$ cat config.mk
export PLATFORM = sky130hd
export DESIGN_NAME = dfb_back
export DESIGN_NICKNAME = d
export VERILOG_FILES = /design/src/rtl/dfb_pkg.sv /design/src/rtl/dfb_back.sv
export SDC_FILE = /design/constraint.sdc
export NUM_CORES = 1
export LEC_CHECK = 0
export BUFFER_PORTS_ARGS = -buffer_cell sky130_fd_sc_hd__buf_2
export CAP_MARGIN = 30
export CORE_MARGIN = 10
export CORE_UTILIZATION = 54
export DETAILED_ROUTE_END_ITERATION = 7
export HOLD_SLACK_MARGIN = 0.08
export PLACE_DENSITY = 0.89
export SYNTH_ARGS = -nofsm -noshare
export SYNTH_HDL_FRONTEND = slang
export SYNTH_SLANG_ARGS = --single-unit
$ cat constraint.sdc
create_clock -name clk -period 4.4 [get_ports clk]
set_input_delay 0.22 -clock clk [delete_from_list [all_inputs] [get_ports clk]]
set_output_delay 0.22 -clock clk [all_outputs]
set_load 0.03 [all_outputs]
$ cat src/rtl/dfb_pkg.sv
// Shared constants and types of the duplicate filter broadcaster.
`default_nettype none

package dfb_pkg;

    // Parameter defaults
    localparam int DEF_CACHE_ENTRIES = 256;
    localparam int DEF_MAX_NODES     = 16;
    localparam int DEF_KEY_WORDS     = 4;

    // Fixed field widths
    localparam int PORT_W   = 4;
    localparam int SENDER_W = 8;
    localparam int ID_W     = 16;
    localparam int HASH_W   = 64;
    localparam int NODE_W   = 5;
    localparam int DEST_W   = 4;

    // Node count after reset
    localparam logic [NODE_W-1:0] NODE_COUNT_RESET = NODE_W'(1);

    // Job queue between filter and broadcaster
    localparam int QUEUE_DEPTH = 2;

    // One broadcast job: what the back end needs to fan out a request
    typedef struct packed {
        logic [ID_W-1:0]   miner;
        logic [ID_W-1:0]   handle;
        logic [NODE_W-1:0] nodes;
    } job_t;

endpackage

`default_nettype wire

$ cat src/rtl/dfb_back.sv
// Back end: fans one job out into a copy per node through an output register.
`default_nettype none

module dfb_back
    import dfb_pkg::*;
(
    input  wire logic         clk,
    input  wire logic         rst_n,
    input  wire logic         job_valid,
    output logic              job_ready,
    input  wire job_t         job_data,
    output logic              out_valid,
    input  wire logic         out_ready,
    output logic [DEST_W-1:0] dest_node,
    output logic [ID_W-1:0]   forwarded_miner,
    output logic [ID_W-1:0]   forwarded_payload,
    output logic              last_copy
);

    logic              active_reg;
    job_t              job_reg;
    logic [NODE_W-1:0] node_reg;
    logic              out_valid_reg;
    logic [DEST_W-1:0] dest_reg;
    logic [ID_W-1:0]   miner_reg;
    logic [ID_W-1:0]   payload_reg;
    logic              last_reg;
    logic              out_load;
    logic              is_last;

    assign job_ready = !active_reg;
    assign out_load  = active_reg && (!out_valid_reg || out_ready);
    assign is_last   = ((node_reg + NODE_W'(1)) == job_reg.nodes);

    assign out_valid         = out_valid_reg;
    assign dest_node         = dest_reg;
    assign forwarded_miner   = miner_reg;
    assign forwarded_payload = payload_reg;
    assign last_copy         = last_reg;

    // Job walk and output valid
    always_ff @(posedge clk or negedge rst_n)
    begin
        if (!rst_n)
        begin
            active_reg    <= 1'b0;
            node_reg      <= '0;
            out_valid_reg <= 1'b0;
        end
        else
        begin
            if (!active_reg && job_valid)
            begin
                active_reg <= 1'b1;
                node_reg   <= '0;
            end
            else if (out_load)
            begin
                if (is_last)
                    active_reg <= 1'b0;
                else
                    node_reg <= node_reg + NODE_W'(1);
            end
            if (out_load)
                out_valid_reg <= 1'b1;
            else if (out_ready)
                out_valid_reg <= 1'b0;
        end
    end

    // Job capture and output payload
    always_ff @(posedge clk)
    begin
        if (!active_reg && job_valid)
            job_reg <= job_data;
        if (out_load)
        begin
            dest_reg    <= node_reg[DEST_W-1:0];
            miner_reg   <= job_reg.miner;
            payload_reg <= job_reg.handle;
            last_reg    <= is_last;
        end
    end

endmodule

`default_nettype wire

==> impl_results.md <==
* R2r endpoint: node_reg[0]$_DFFE_PN0P_
* Final setup violation count at 0
* Internal portion of total power at 1450 uW
* Critical R2R Launch: node_reg[0]$_DFFE_PN0P_
* Chip Height at 90.3 um
* Number of gates given a new drive strength after cts at 0
* Headroom to the max-slew limit at 58.1%
* TritonCTS buffer count at 9
* Switching Share at 28.9%
* Placer Congestion at 0.891
* Post-detailed-route count of antenna-violating nets at 0
* Maximum number of pins on one net before global-route repair at 25
* R2R Setup Slk at 2.40 ns
* GRT overflow at 0
* Fraction of layout cells with a size suffix above 1 at 39.4%
* Flip-flop and latch count after synthesis at 81
* Netlist Area Pre-Place at 2670 um2
* Power share of the sequential group at 50.9%
* Number of placement rows at 25
* Combinational cell fraction of total power at 22.1%
* Placed Area at 3160 um2
* Seq/Total Area, Yosys at 89.9%
* Sum of internal, switching and leakage power at 2040 uW
* Summed area of non-filler cells in the final layout at 3740 um2
* Combined global-route utilization of all metal layers at 14.2%
* Actual slew at the worst max-slew pin at 0.628 ns
* Starting utilization of the core area at 56.1%
* Critical path startpoint category: flip-flop
* Category of the worst setup path capture point: flip-flop
* Ranking of synthesized cells by area: edfxtp_1, dfrtp_1, xnor2_1
* Area of the placeable core at 4750 um2
* Drt pass-1 iters at 4
* Antenna diodes at 0
* Clock latency at the later pin of the worst-skew pair at 0.33 ns
* Sum of routed wire length over all layers at 5.56 mm
* Worst Clk Skew at 0.00634 ns
* Wire length of the first global-routing pass at 8.87 mm
* Critical path startpoint: node_reg[0]$_DFFE_PN0P_
* Via count of the first global-routing pass at 1,657
* Worst Reg-to-Reg Cells at 6
* Worst Setup Path Type: flip-flop to flip-flop
* Top-level port count at 80
* Worst Hold Margin at 0.148 ns
* Cell chosen for the clock root: clkbuf_8
* Placed wire-length estimate at 3.45 mm
* Total setup buffers inserted after CTS at 0
* Top Family by Delay on Critical Path: simple AND/OR/NAND/NOR gates
* Cell count of the worst hold path at 3
* Final Critical Period at 2.00 ns
* Final number of hold-violating endpoints at 0
* Total number of clock tree sinks at 81
* Fraction of the cycle the final worst path needs at 45.5%
* Required time worst endpoint at 4.62 ns
* Number of vias per cell after detailed routing at 4.68
* Buffer levels on the longest clock path at 2
* Static Leak at 0.00149 uW
* Post-route DRC at 0
* Capturing instance or port of the critical path: node_reg[0]$_DFFE_PN0P_
* Data arrival time of the critical path at 2.22 ns
* Max cap viols at 0
* WL per Instance at 17.3 um
* Initial antenna violation count at 0
* Input/output buffers at 79
* Cell occurring most often along the worst timing path: xnor2_1
* Number of max-slew violations in the final report at 0
* Area grow syn2layout at 40.3%
* Switching power summed over all nets at 590 uW
* Post-synth net total at 162
* Fraction of post-synthesis cell area in the top cell type by area at 83.3%
* Instance count of the mapped netlist at 120
* Maximum fanout encountered on the critical timing path at 9
* Distinct cell type count of the synthesized netlist at 19
* Peak supply drop at 0.000348 V
* Die extent in x at 90.3 um
* TritonCTS clock tree: built
* Unrepaired setup endpoints after global routing: no
* DRC marker count from the first detailed-route iteration at 42
* Register clock-pin slew on the reported worst setup and hold paths at 0.07 ns
* Number of vias in the routed layout at 1,502
* Clock power frac at 27.0%
* Critical path depth in cells at 6
* Tightest Hold Check Type: input pin to flip-flop
* Highest clock frequency the design can meet at 0.500 GHz
* Final nets at 292
* Total buffers and inverters traversed by the critical path at 0
* Power density over the cells at 546 nW/um2
* Area of the die at 8150 um2
* Cell Chain, Critical Path: ha_1 -> xnor2_1 -> xnor2_1 -> nor4_4 -> nor2_2 -> mux2_4
* Largest area contributor in the synthesized netlist: edfxtp_1
* H-tree level count at 3
* Syn Area/Cell at 22.2 um2
* Number of warning messages in the yosys log at 0
* Outcome: finished, final reports clean
* Max incr delay on CP at 0.52 ns
* Max reg flops at 37
* Final total negative setup slack at 0 ns
* Critical-path top delay cell: nor4_4
## worst min-delay path, stage by stage
cell and delay [ns]:
buf_2 0.10, nor2_1 0.07, a21oi_1 0.05
## layout by cell type (no fill, tap or decap), types with 2 or more instances in the layout
cell type and count:
a21o_2 2, nor3_1 2, buf_4 2, inv_1 3
dfrtp_1 7, bufinv_16 2, clkbuf_8 9, xor2_1 5
nand3_1 5, clkbuf_1 2, buf_2 79, dlygate4sd3_1 38
nand2_1 7, xnor2_1 5, edfxtp_1 74
## cell type report
| class | instances | area (um2) |
|---|---|---|
| Sequential cell | 81 | 2400 |
| Fill cell | 270 | 1010 |
| Multi-Input combinational cell | 36 | 259 |
| Inverter | 3 | 11.3 |
| Timing Repair Buffer | 119 | 791 |
| Clock inverter | 4 | 68.8 |
| Clock buffer | 11 | 131 |
| Tap cell | 67 | 83.8 |
## logic make-up (layout without fill, tap and decap cells)
kind of cell,after synthesis,after routing,synth area share [%]
xor+xnor,10,10,3.28
flops,81,81,89.9
mux,1,1,0.563
compound gates,5,5,1.41
buf+inv,3,137,0.422
fa+ha+maj,1,1,0.469
simple gates,19,19,3.99
## synth_stat cells, drive strengths merged
cell	instances
a21o	2
a21oi	1
dfrtp	7
edfxtp	74
ha	1
inv	3
mux2	1
nand2	7
nand2b	1
nand3	5
nor2	2
nor3	2
nor4	1
o21a	1
o22ai	1
or3	1
xnor2	5
xor2	5
## metal layers
metal / vias to the layer above / global-route usage, % / share of wire, %
li1: 715 / - / -
met1: 714 / 15.4 / 41
met2: 63 / 24.5 / 51
met3: 10 / 4.99 / 6.9
met4: 0 / 5.97 / 0.92
met5: - / 0 / 0
## timing repair
action	CTS	global route
hold endpoints to repair	44	0
hold buffers	38	0
endpoints found under the setup margin	0	0
## power groups by stage
stage | Sequential (uW) | Combinational (uW) | Clock [uW]
3_3_place_gp | 1050 | 420 | 0
5_1_grt | 1050 | 492 | 592
4_1_cts | 1040 | 455 | 561
2_1_floorplan | 1180 | 176 | 0
3_5_place_dp | 1050 | 429 | 0
6_report | 1040 | 452 | 552
## worst min path at each step
stage / startpoint / to
3_5_place_dp: rst_n / node_reg[3]$_DFFE_PN0P_
6_report: job_valid / active_reg$_DFFE_PN0P_
5_1_grt: job_valid / active_reg$_DFFE_PN0P_
3_3_place_gp: rst_n / node_reg[3]$_DFFE_PN0P_
4_1_cts: job_valid / active_reg$_DFFE_PN0P_
2_1_floorplan: rst_n / active_reg$_DFFE_PN0P_
## per-stage QoR
stage / cells / util [%] / setup slack (ns)
after CTS: 321 / 78.7 / 2.40
after global routing: 321 / 78.7 / 2.18
final: 321 / 78.7 / 2.40
after detailed placement: 268 / 66.5 / 2.41
after floorplan: 120 / - / 2.17
after global placement: 268 / 66.5 / 2.48
No activity file was read; power rests on OpenSTA's default activity.
