## src/rtl/dfb_pkg.sv

```systemverilog
// Shared constants and types of the duplicate filter broadcaster.
`default_nettype none

package dfb_pkg;

    // Parameter defaults
    localparam int DEF_CACHE_ENTRIES = 256;
    localparam int DEF_MAX_NODES     = 16;
    localparam int DEF_KEY_WORDS     = 4;

    // Fixed field widths
    localparam int PORT_W   = 4;
    localparam int SENDER_W = 8;
    localparam int ID_W     = 16;
    localparam int HASH_W   = 64;
    localparam int NODE_W   = 5;
    localparam int DEST_W   = 4;

    // Node count after reset
    localparam logic [NODE_W-1:0] NODE_COUNT_RESET = NODE_W'(1);

    // Job queue between filter and broadcaster
    localparam int QUEUE_DEPTH = 2;

    // One broadcast job: what the back end needs to fan out a request
    typedef struct packed {
        logic [ID_W-1:0]   miner;
        logic [ID_W-1:0]   handle;
        logic [NODE_W-1:0] nodes;
    } job_t;

endpackage

`default_nettype wire

```

## src/rtl/dfb_queue.sv

```systemverilog
// Short job queue between the filter front end and the broadcaster.
`default_nettype none

module dfb_queue
    import dfb_pkg::*;
(
    input  wire logic clk,
    input  wire logic rst_n,
    input  wire logic push_valid,
    output logic      push_ready,
    input  wire job_t push_data,
    output logic      pop_valid,
    input  wire logic pop_ready,
    output job_t      pop_data
);

    localparam int PW = (QUEUE_DEPTH > 1) ? $clog2(QUEUE_DEPTH) : 1;
    localparam int CW = $clog2(QUEUE_DEPTH + 1);

    job_t          entries_reg [QUEUE_DEPTH];
    logic [PW-1:0] wr_ptr_reg;
    logic [PW-1:0] rd_ptr_reg;
    logic [CW-1:0] count_reg;
    logic          do_push;
    logic          do_pop;

    assign push_ready = (count_reg != CW'(QUEUE_DEPTH));
    assign pop_valid  = (count_reg != '0);
    assign pop_data   = entries_reg[rd_ptr_reg];
    assign do_push    = push_valid && push_ready;
    assign do_pop     = pop_valid && pop_ready;

    // Pointers and occupancy
    always_ff @(posedge clk or negedge rst_n)
    begin
        if (!rst_n)
        begin
            wr_ptr_reg <= '0;
            rd_ptr_reg <= '0;
            count_reg  <= '0;
        end
        else
        begin
            if (do_push)
                wr_ptr_reg <= (wr_ptr_reg == PW'(QUEUE_DEPTH - 1)) ? '0 : wr_ptr_reg + PW'(1);
            if (do_pop)
                rd_ptr_reg <= (rd_ptr_reg == PW'(QUEUE_DEPTH - 1)) ? '0 : rd_ptr_reg + PW'(1);
            if (do_push && !do_pop)
                count_reg <= count_reg + CW'(1);
            else if (do_pop && !do_push)
                count_reg <= count_reg - CW'(1);
        end
    end

    // Storage
    always_ff @(posedge clk)
    begin
        if (do_push)
            entries_reg[wr_ptr_reg] <= push_data;
    end

endmodule

`default_nettype wire

```

## config.mk

```make
export PLATFORM = sky130hd
export DESIGN_NAME = dfb_queue
export DESIGN_NICKNAME = d
export VERILOG_FILES = /design/src/rtl/dfb_pkg.sv /design/src/rtl/dfb_queue.sv
export SDC_FILE = /design/constraint.sdc
export NUM_CORES = 1
export LEC_CHECK = 0
export BUFFER_PORTS_ARGS = -buffer_cell sky130_fd_sc_hd__buf_2
export CORE_ASPECT_RATIO = 0.6
export CORE_MARGIN = 4
export CORE_UTILIZATION = 30
export DETAILED_ROUTE_END_ITERATION = 10
export PLACE_DENSITY_LB_ADDON = 0.08
export SYNTH_ARGS = -nofsm -noshare
export SYNTH_HDL_FRONTEND = slang
export SYNTH_SLANG_ARGS = --single-unit
```

## constraint.sdc

```tcl
create_clock -name clk -period 2.74 [get_ports clk]
set_input_delay 0.137 -clock clk [delete_from_list [all_inputs] [get_ports clk]]
set_output_delay 0.137 -clock clk [all_outputs]
set_load 0.005 [all_outputs]
```

==> metrics.cfg, run 1 <==
[outcome]
outcome=completed

[timing]
finalSetupViolCount=0
min_period_ns=1.912
worstMarginPinSlew_ns=0.5607
rsz0062_at_grt=no
setup_tns_ns=0
skew_ns=0.004445
period_share_pct=69.77
maxSlewHeadroom_pct=62.62
max_freq_ghz=0.5231
timing.final.max_slew_violations=0
hold_viol=0

[clock_tree]
cts_tree=done
cts.sinks=78
cts_buffers=9
clk_pin_slew_ns=0.06
root_buffer=clkbuf_16
cts_setup_buffers=0
cts_resized=0
h-tree-depth=3
hold_buffers=36
clockBufferDepth=2
clk_latency_ns=0.33

[global_route]
antenna_found_initial=0
grt.busiest_layer=met2
grt_usage_pct=10.37
use_met1_pct=12.32
grt_pass1_wl_um=8714
grt-ovfl-total=0
grt_pass1_vias=1719
grt_max_degree=38
met3_usage_pct=5.808
grtUsageMet2_pct=15.39

[power]
vdd_drop_max_mv=0.4095
powerDensity_mw_per_mm2=988.6
swShare_pct=25.62
power_leakage_nw=1.647
p_switching_w=0.001060
p_int_w=0.003079
pwr-share-seq_pct=43.0
p_clk_share_pct=28.9
share_comb_of_total_power_pct=28.1
finalPower_w=0.004139

[hold_path]
hold_path_class=in -> reg
min_path_cells=1

[yosys]
ys.flop_type=edfxtp_1
syn-num-nets=175
synth_area_leaders=edfxtp_1 (75%), mux2_4 (10%), mux2_2 (6.5%)
yosys.area.top_type=edfxtp_1
ys_top_cells_by_count=edfxtp_1 (74), mux2_4 (20), mux2_2 (17)
synth_area_sq_mm=0.002947
synth.top_cell.area_share_pct=75.41
synthCells=133
yosysSeqAreaShare_pct=78.81
synth_cell_types=15
synth_edf_count=74
yosysWarnings=0
yosysMostFrequentCell=edfxtp_1
synth_seq_cells=78
synthArstFlopShare_pct=5.128
syn_area_per_cell_sq_um=22.15

[drt]
wl_um=5606
drt_iter0_drc=73
vias=1606
avgViaCountPerCell=4.076
dr.pass1.iters=4
drc=0
antenna_left=0
wl_per_cell_um=14.23

[floorplan]
row_count=27
fp.dieArea_sq_mm=0.01152
fp.coreArea_sq_mm=0.009358
die_h_um=84.77
start_util_pct=31.49
pin_count=80
die_width_um=135.9

[finish]
diodes=0
largest_reg_flops=74
syn_to_final_growth_pct=42.08
drive_above_1_share_pct=50.76
nNetsFinal=301

[critical_path]
cpLargestDelayFamily=flip-flops
cp.depth=3
cp-end-kind=primary output
critPathKind=reg -> out
critPathLaunchType=flip-flop
critPathBufInv=2
cp_slowest_stage_delay_ns=0.69
cpMaxStageDelayCell=dfrtp_2
required_ns=2.60
arrival_ns=1.77
crit_fanout=22
r2r_cells=3
cp_cell_sequence=buf_12 -> mux2_2 -> buf_2

[flow_run]
cap_violations=0

[placed_design]
hpwlAfterDp_um=3861
globalplace.congestion=0.6533
portBuffers=79

==> routing by layer <==
layer  share of wire, %  vias up
li1                   -      766
met4                1.7        0
met2                 45       54
met3                7.7        9
met5                  0        -
met1                 46      777
==> kinds of logic after synthesis <==
logic type	count (synthesis)	share of synthesized area [%]
mux	37	16.69
flops	78	78.81
xor+xnor	5	1.486
simple gates	7	1.147
fa+ha+maj	1	0.4246
buf+inv	5	1.443
==> cell usage in the layout (no fill, tap or decap), drive strengths merged, types with 3 or more instances in the layout <==
| master | n |
|---|---|
| buf | 82 |
| edfxtp | 74 |
| dlygate4sd3 | 37 |
| mux2 | 37 |
| clkbuf | 10 |
| clkinv | 4 |
| dfrtp | 4 |
| xnor2 | 3 |
==> final cells by class <==
| cell class | count | area (sq um) |
|---|---|---|
| Inverter | 1 | 3.754 |
| Timing Repair Buffer | 119 | 800.8 |
| Sequential cell | 78 | 2323 |
| Clock inverter | 6 | 76.32 |
| Multi-Input combinational cell | 50 | 590.6 |
| Clock buffer | 10 | 229.0 |
| Tap cell | 130 | 162.7 |
| Fill cell | 857 | 5171 |
==> final timing paths <==
check | endpoint | slack (ns) | from
min in group asynchronous | count_reg[1] | 0.16 | rst_n
setup reg to reg | entries_reg[1][33] | 0.94 | count_reg[0]
max in group asynchronous | rd_ptr_reg | 2.45 | rst_n
hold reg to reg | count_reg[1] | 0.51 | count_reg[1]
hold / removal | entries_reg[1][2] | 0.03 | push_data[2]
setup / recovery | pop_data[15] | 0.83 | rd_ptr_reg
==> power by group through the flow <==
stage / registers [W] / logic, W / clock network, W
after floorplan: 0.00173 / 0.000774 / 0
final: 0.00178 / 0.00116 / 0.00120
after global placement: 0.00179 / 0.00114 / 0
after CTS: 0.00179 / 0.00120 / 0.00123
after global routing: 0.00181 / 0.00128 / 0.00128
after detailed placement: 0.00181 / 0.00115 / 0
==> per-stage QoR <==
step	std cells	hold WS, ns	setup slack [ns]	utilization, %	instance area (sq um)
after floorplan	133	-0.1586	0.09822	-	2947
after global placement	341	-0.04925	0.9906	37.52	3511
after detailed placement	341	-0.04611	0.8994	37.52	3511
after CTS	393	0.002142	0.7750	44.63	4177
after global routing	394	0.009853	0.7114	44.74	4187
final	394	0.03189	0.8283	44.74	4187
Note: power is estimated with default switching activity, not from simulation.
==> run 2, diff against run 1 <==
==> constraint.sdc (replaced) <==
create_clock -name clk -period 2 [get_ports clk]
set_input_delay 0.1 -clock clk [delete_from_list [all_inputs] [get_ports clk]]
set_output_delay 0.1 -clock clk [all_outputs]
set_load 0.005 [all_outputs]
==> run 2 against run 1 <==
Sequential power grew 32%. Non-clock buffer count grew 4. Count of clock-buffer cells in the layout grew 3. Global-route usage grew 0.20 points. Clock power grew 13%. Power grew 30%. Wire length shrank 0.54%. First-iteration DRC count shrank 27%. Worst setup slack lost 0.51 ns. Combinational power grew 45%. Sequential share of layout area grew 0.45 points. Critical endpoint is now pop_data[10].
==> metrics.cfg, run 2 (synthesized netlist as in run 1, its figures left out) <==
[clock_tree]
cts_resized=0
cts_buffers=9
clockBufferDepth=2
h-tree-depth=3
cts.sinks=78
clk_latency_ns=0.32
clk_pin_slew_ns=0.05
root_buffer=clkbuf_16
cts_tree=done

[drt]
dr.pass1.iters=4
antenna_left=0
drc=0
vias=1605
wl_per_cell_um=14.01
drt_iter0_drc=53
wl_um=5576
avgViaCountPerCell=4.033

[timing]
maxSlewHeadroom_pct=71.84
skew_ns=0.006283
timing.final.max_slew_violations=0
period_share_pct=84.19
finalSetupViolCount=0
worstMarginPinSlew_ns=0.4224
setup_tns_ns=0
layout_setup_ws_ns=0.3162
hold_viol=0
max_freq_ghz=0.5939
min_period_ns=1.684
rsz0062_at_grt=no

[global_route]
grtUsageMet2_pct=16.74
antenna_found_initial=0
grt_max_degree=24
grt.busiest_layer=met2
grt_pass1_vias=1839
use_met1_pct=12.16
met3_usage_pct=5.808
grt_pass1_wl_um=9080
grt_usage_pct=10.57
grt-ovfl-total=0

[power]
power_leakage_nw=1.633
powerDensity_mw_per_mm2=1299
finalPower_w=0.005394
vdd_drop_max_mv=0.5265

[critical_path]
cp-end-kind=primary output
required_ns=1.90
critPathKind=reg -> out
crit_fanout=23
arrival_ns=1.58
critPathLaunchType=flip-flop

[finish]
drive_above_1_share_pct=50.00
syn_to_final_growth_pct=40.93
largest_reg_flops=74
design_area_sq_mm=0.004153
diodes=0
final_cell_mix=buf_2 (79), edfxtp_1 (74), dlygate4sd3_1 (38)
final_common_cell=buf_2
nNetsFinal=305

[placed_design]
globalplace.congestion=0.7005
hpwlAfterDp_um=3880
post-place-ws_ns=0.4655
postPlaceCellArea_sq_mm=0.003521
portBuffers=79

[floorplan]
row_count=27
die_width_um=135.9
fp.dieArea_sq_mm=0.01152
pin_count=80
start_util_pct=31.49
die_h_um=84.77
fp.coreArea_sq_mm=0.009358

[outcome]
outcome=completed

[flow_run]
cap_violations=0

[hold_path]
hold_path_class=in -> reg

## run 2: per-stage QoR
stage | util [%] | cells | hold WS [ns]
2_1_floorplan | - | 133 | -0.1956
4_1_cts | 44.38 | 398 | 0.06429
3_3_place_gp | 37.63 | 344 | -0.08731
6_report | 44.38 | 398 | 0.07606
5_1_grt | 44.38 | 398 | 0.07534
3_5_place_dp | 37.63 | 344 | -0.08911
## run 2: area by class of cell
class                   instances  area, sq um
fillers                       864         5205
flip-flops and latches         78         2323
repair buffers                123        820.8
multi-input cells              50        590.6
clock buffers                  13        240.2
well taps                     130        162.7
clock inverters                 3        11.26
inverters                       1        3.754
## run 2: per-layer routing
metal  part of all wire (%)  up-vias
li1                       -      774
met1                     42      776
met2                     50       49
met3                    8.0        6
met4                   0.75        0
met5                      0        -
## run 2: timing repair
| action | 4_1_cts | 5_1_grt |
|---|---|---|
| buffers inserted | 0 | 0 |
| hold buffers | 38 | 0 |
| hold endpoints to repair | 78 | 0 |
## run 2: worst paths after layout
path	to	start	slack, ns	cells past startpoint
worst max-delay path	pop_data[10]	rd_ptr_reg	0.32	3
worst min-delay path	rd_ptr_reg	pop_ready	0.08	3
worst max register to register	count_reg[1]	count_reg[0]	0.45	6
worst min register to register	count_reg[1]	count_reg[1]	0.51	1
max in group asynchronous	rd_ptr_reg	rst_n	1.76	2
min in group asynchronous	count_reg[1]	rst_n	0.11	2
## run 2: power by group
part	switching [W]	internal (W)	leakage (nW)
Combinational	0.000777	0.000903	0.780
Clock	0.000534	0.000827	0.120
Sequential	0.000110	0.00224	0.733
Total	0.00142	0.00397	1.63
## run 2: critical path: stages (launching register included)
cell     delay, ns
dfrtp_2       0.35
buf_4         0.38
mux2_2        0.39
buf_2         0.13
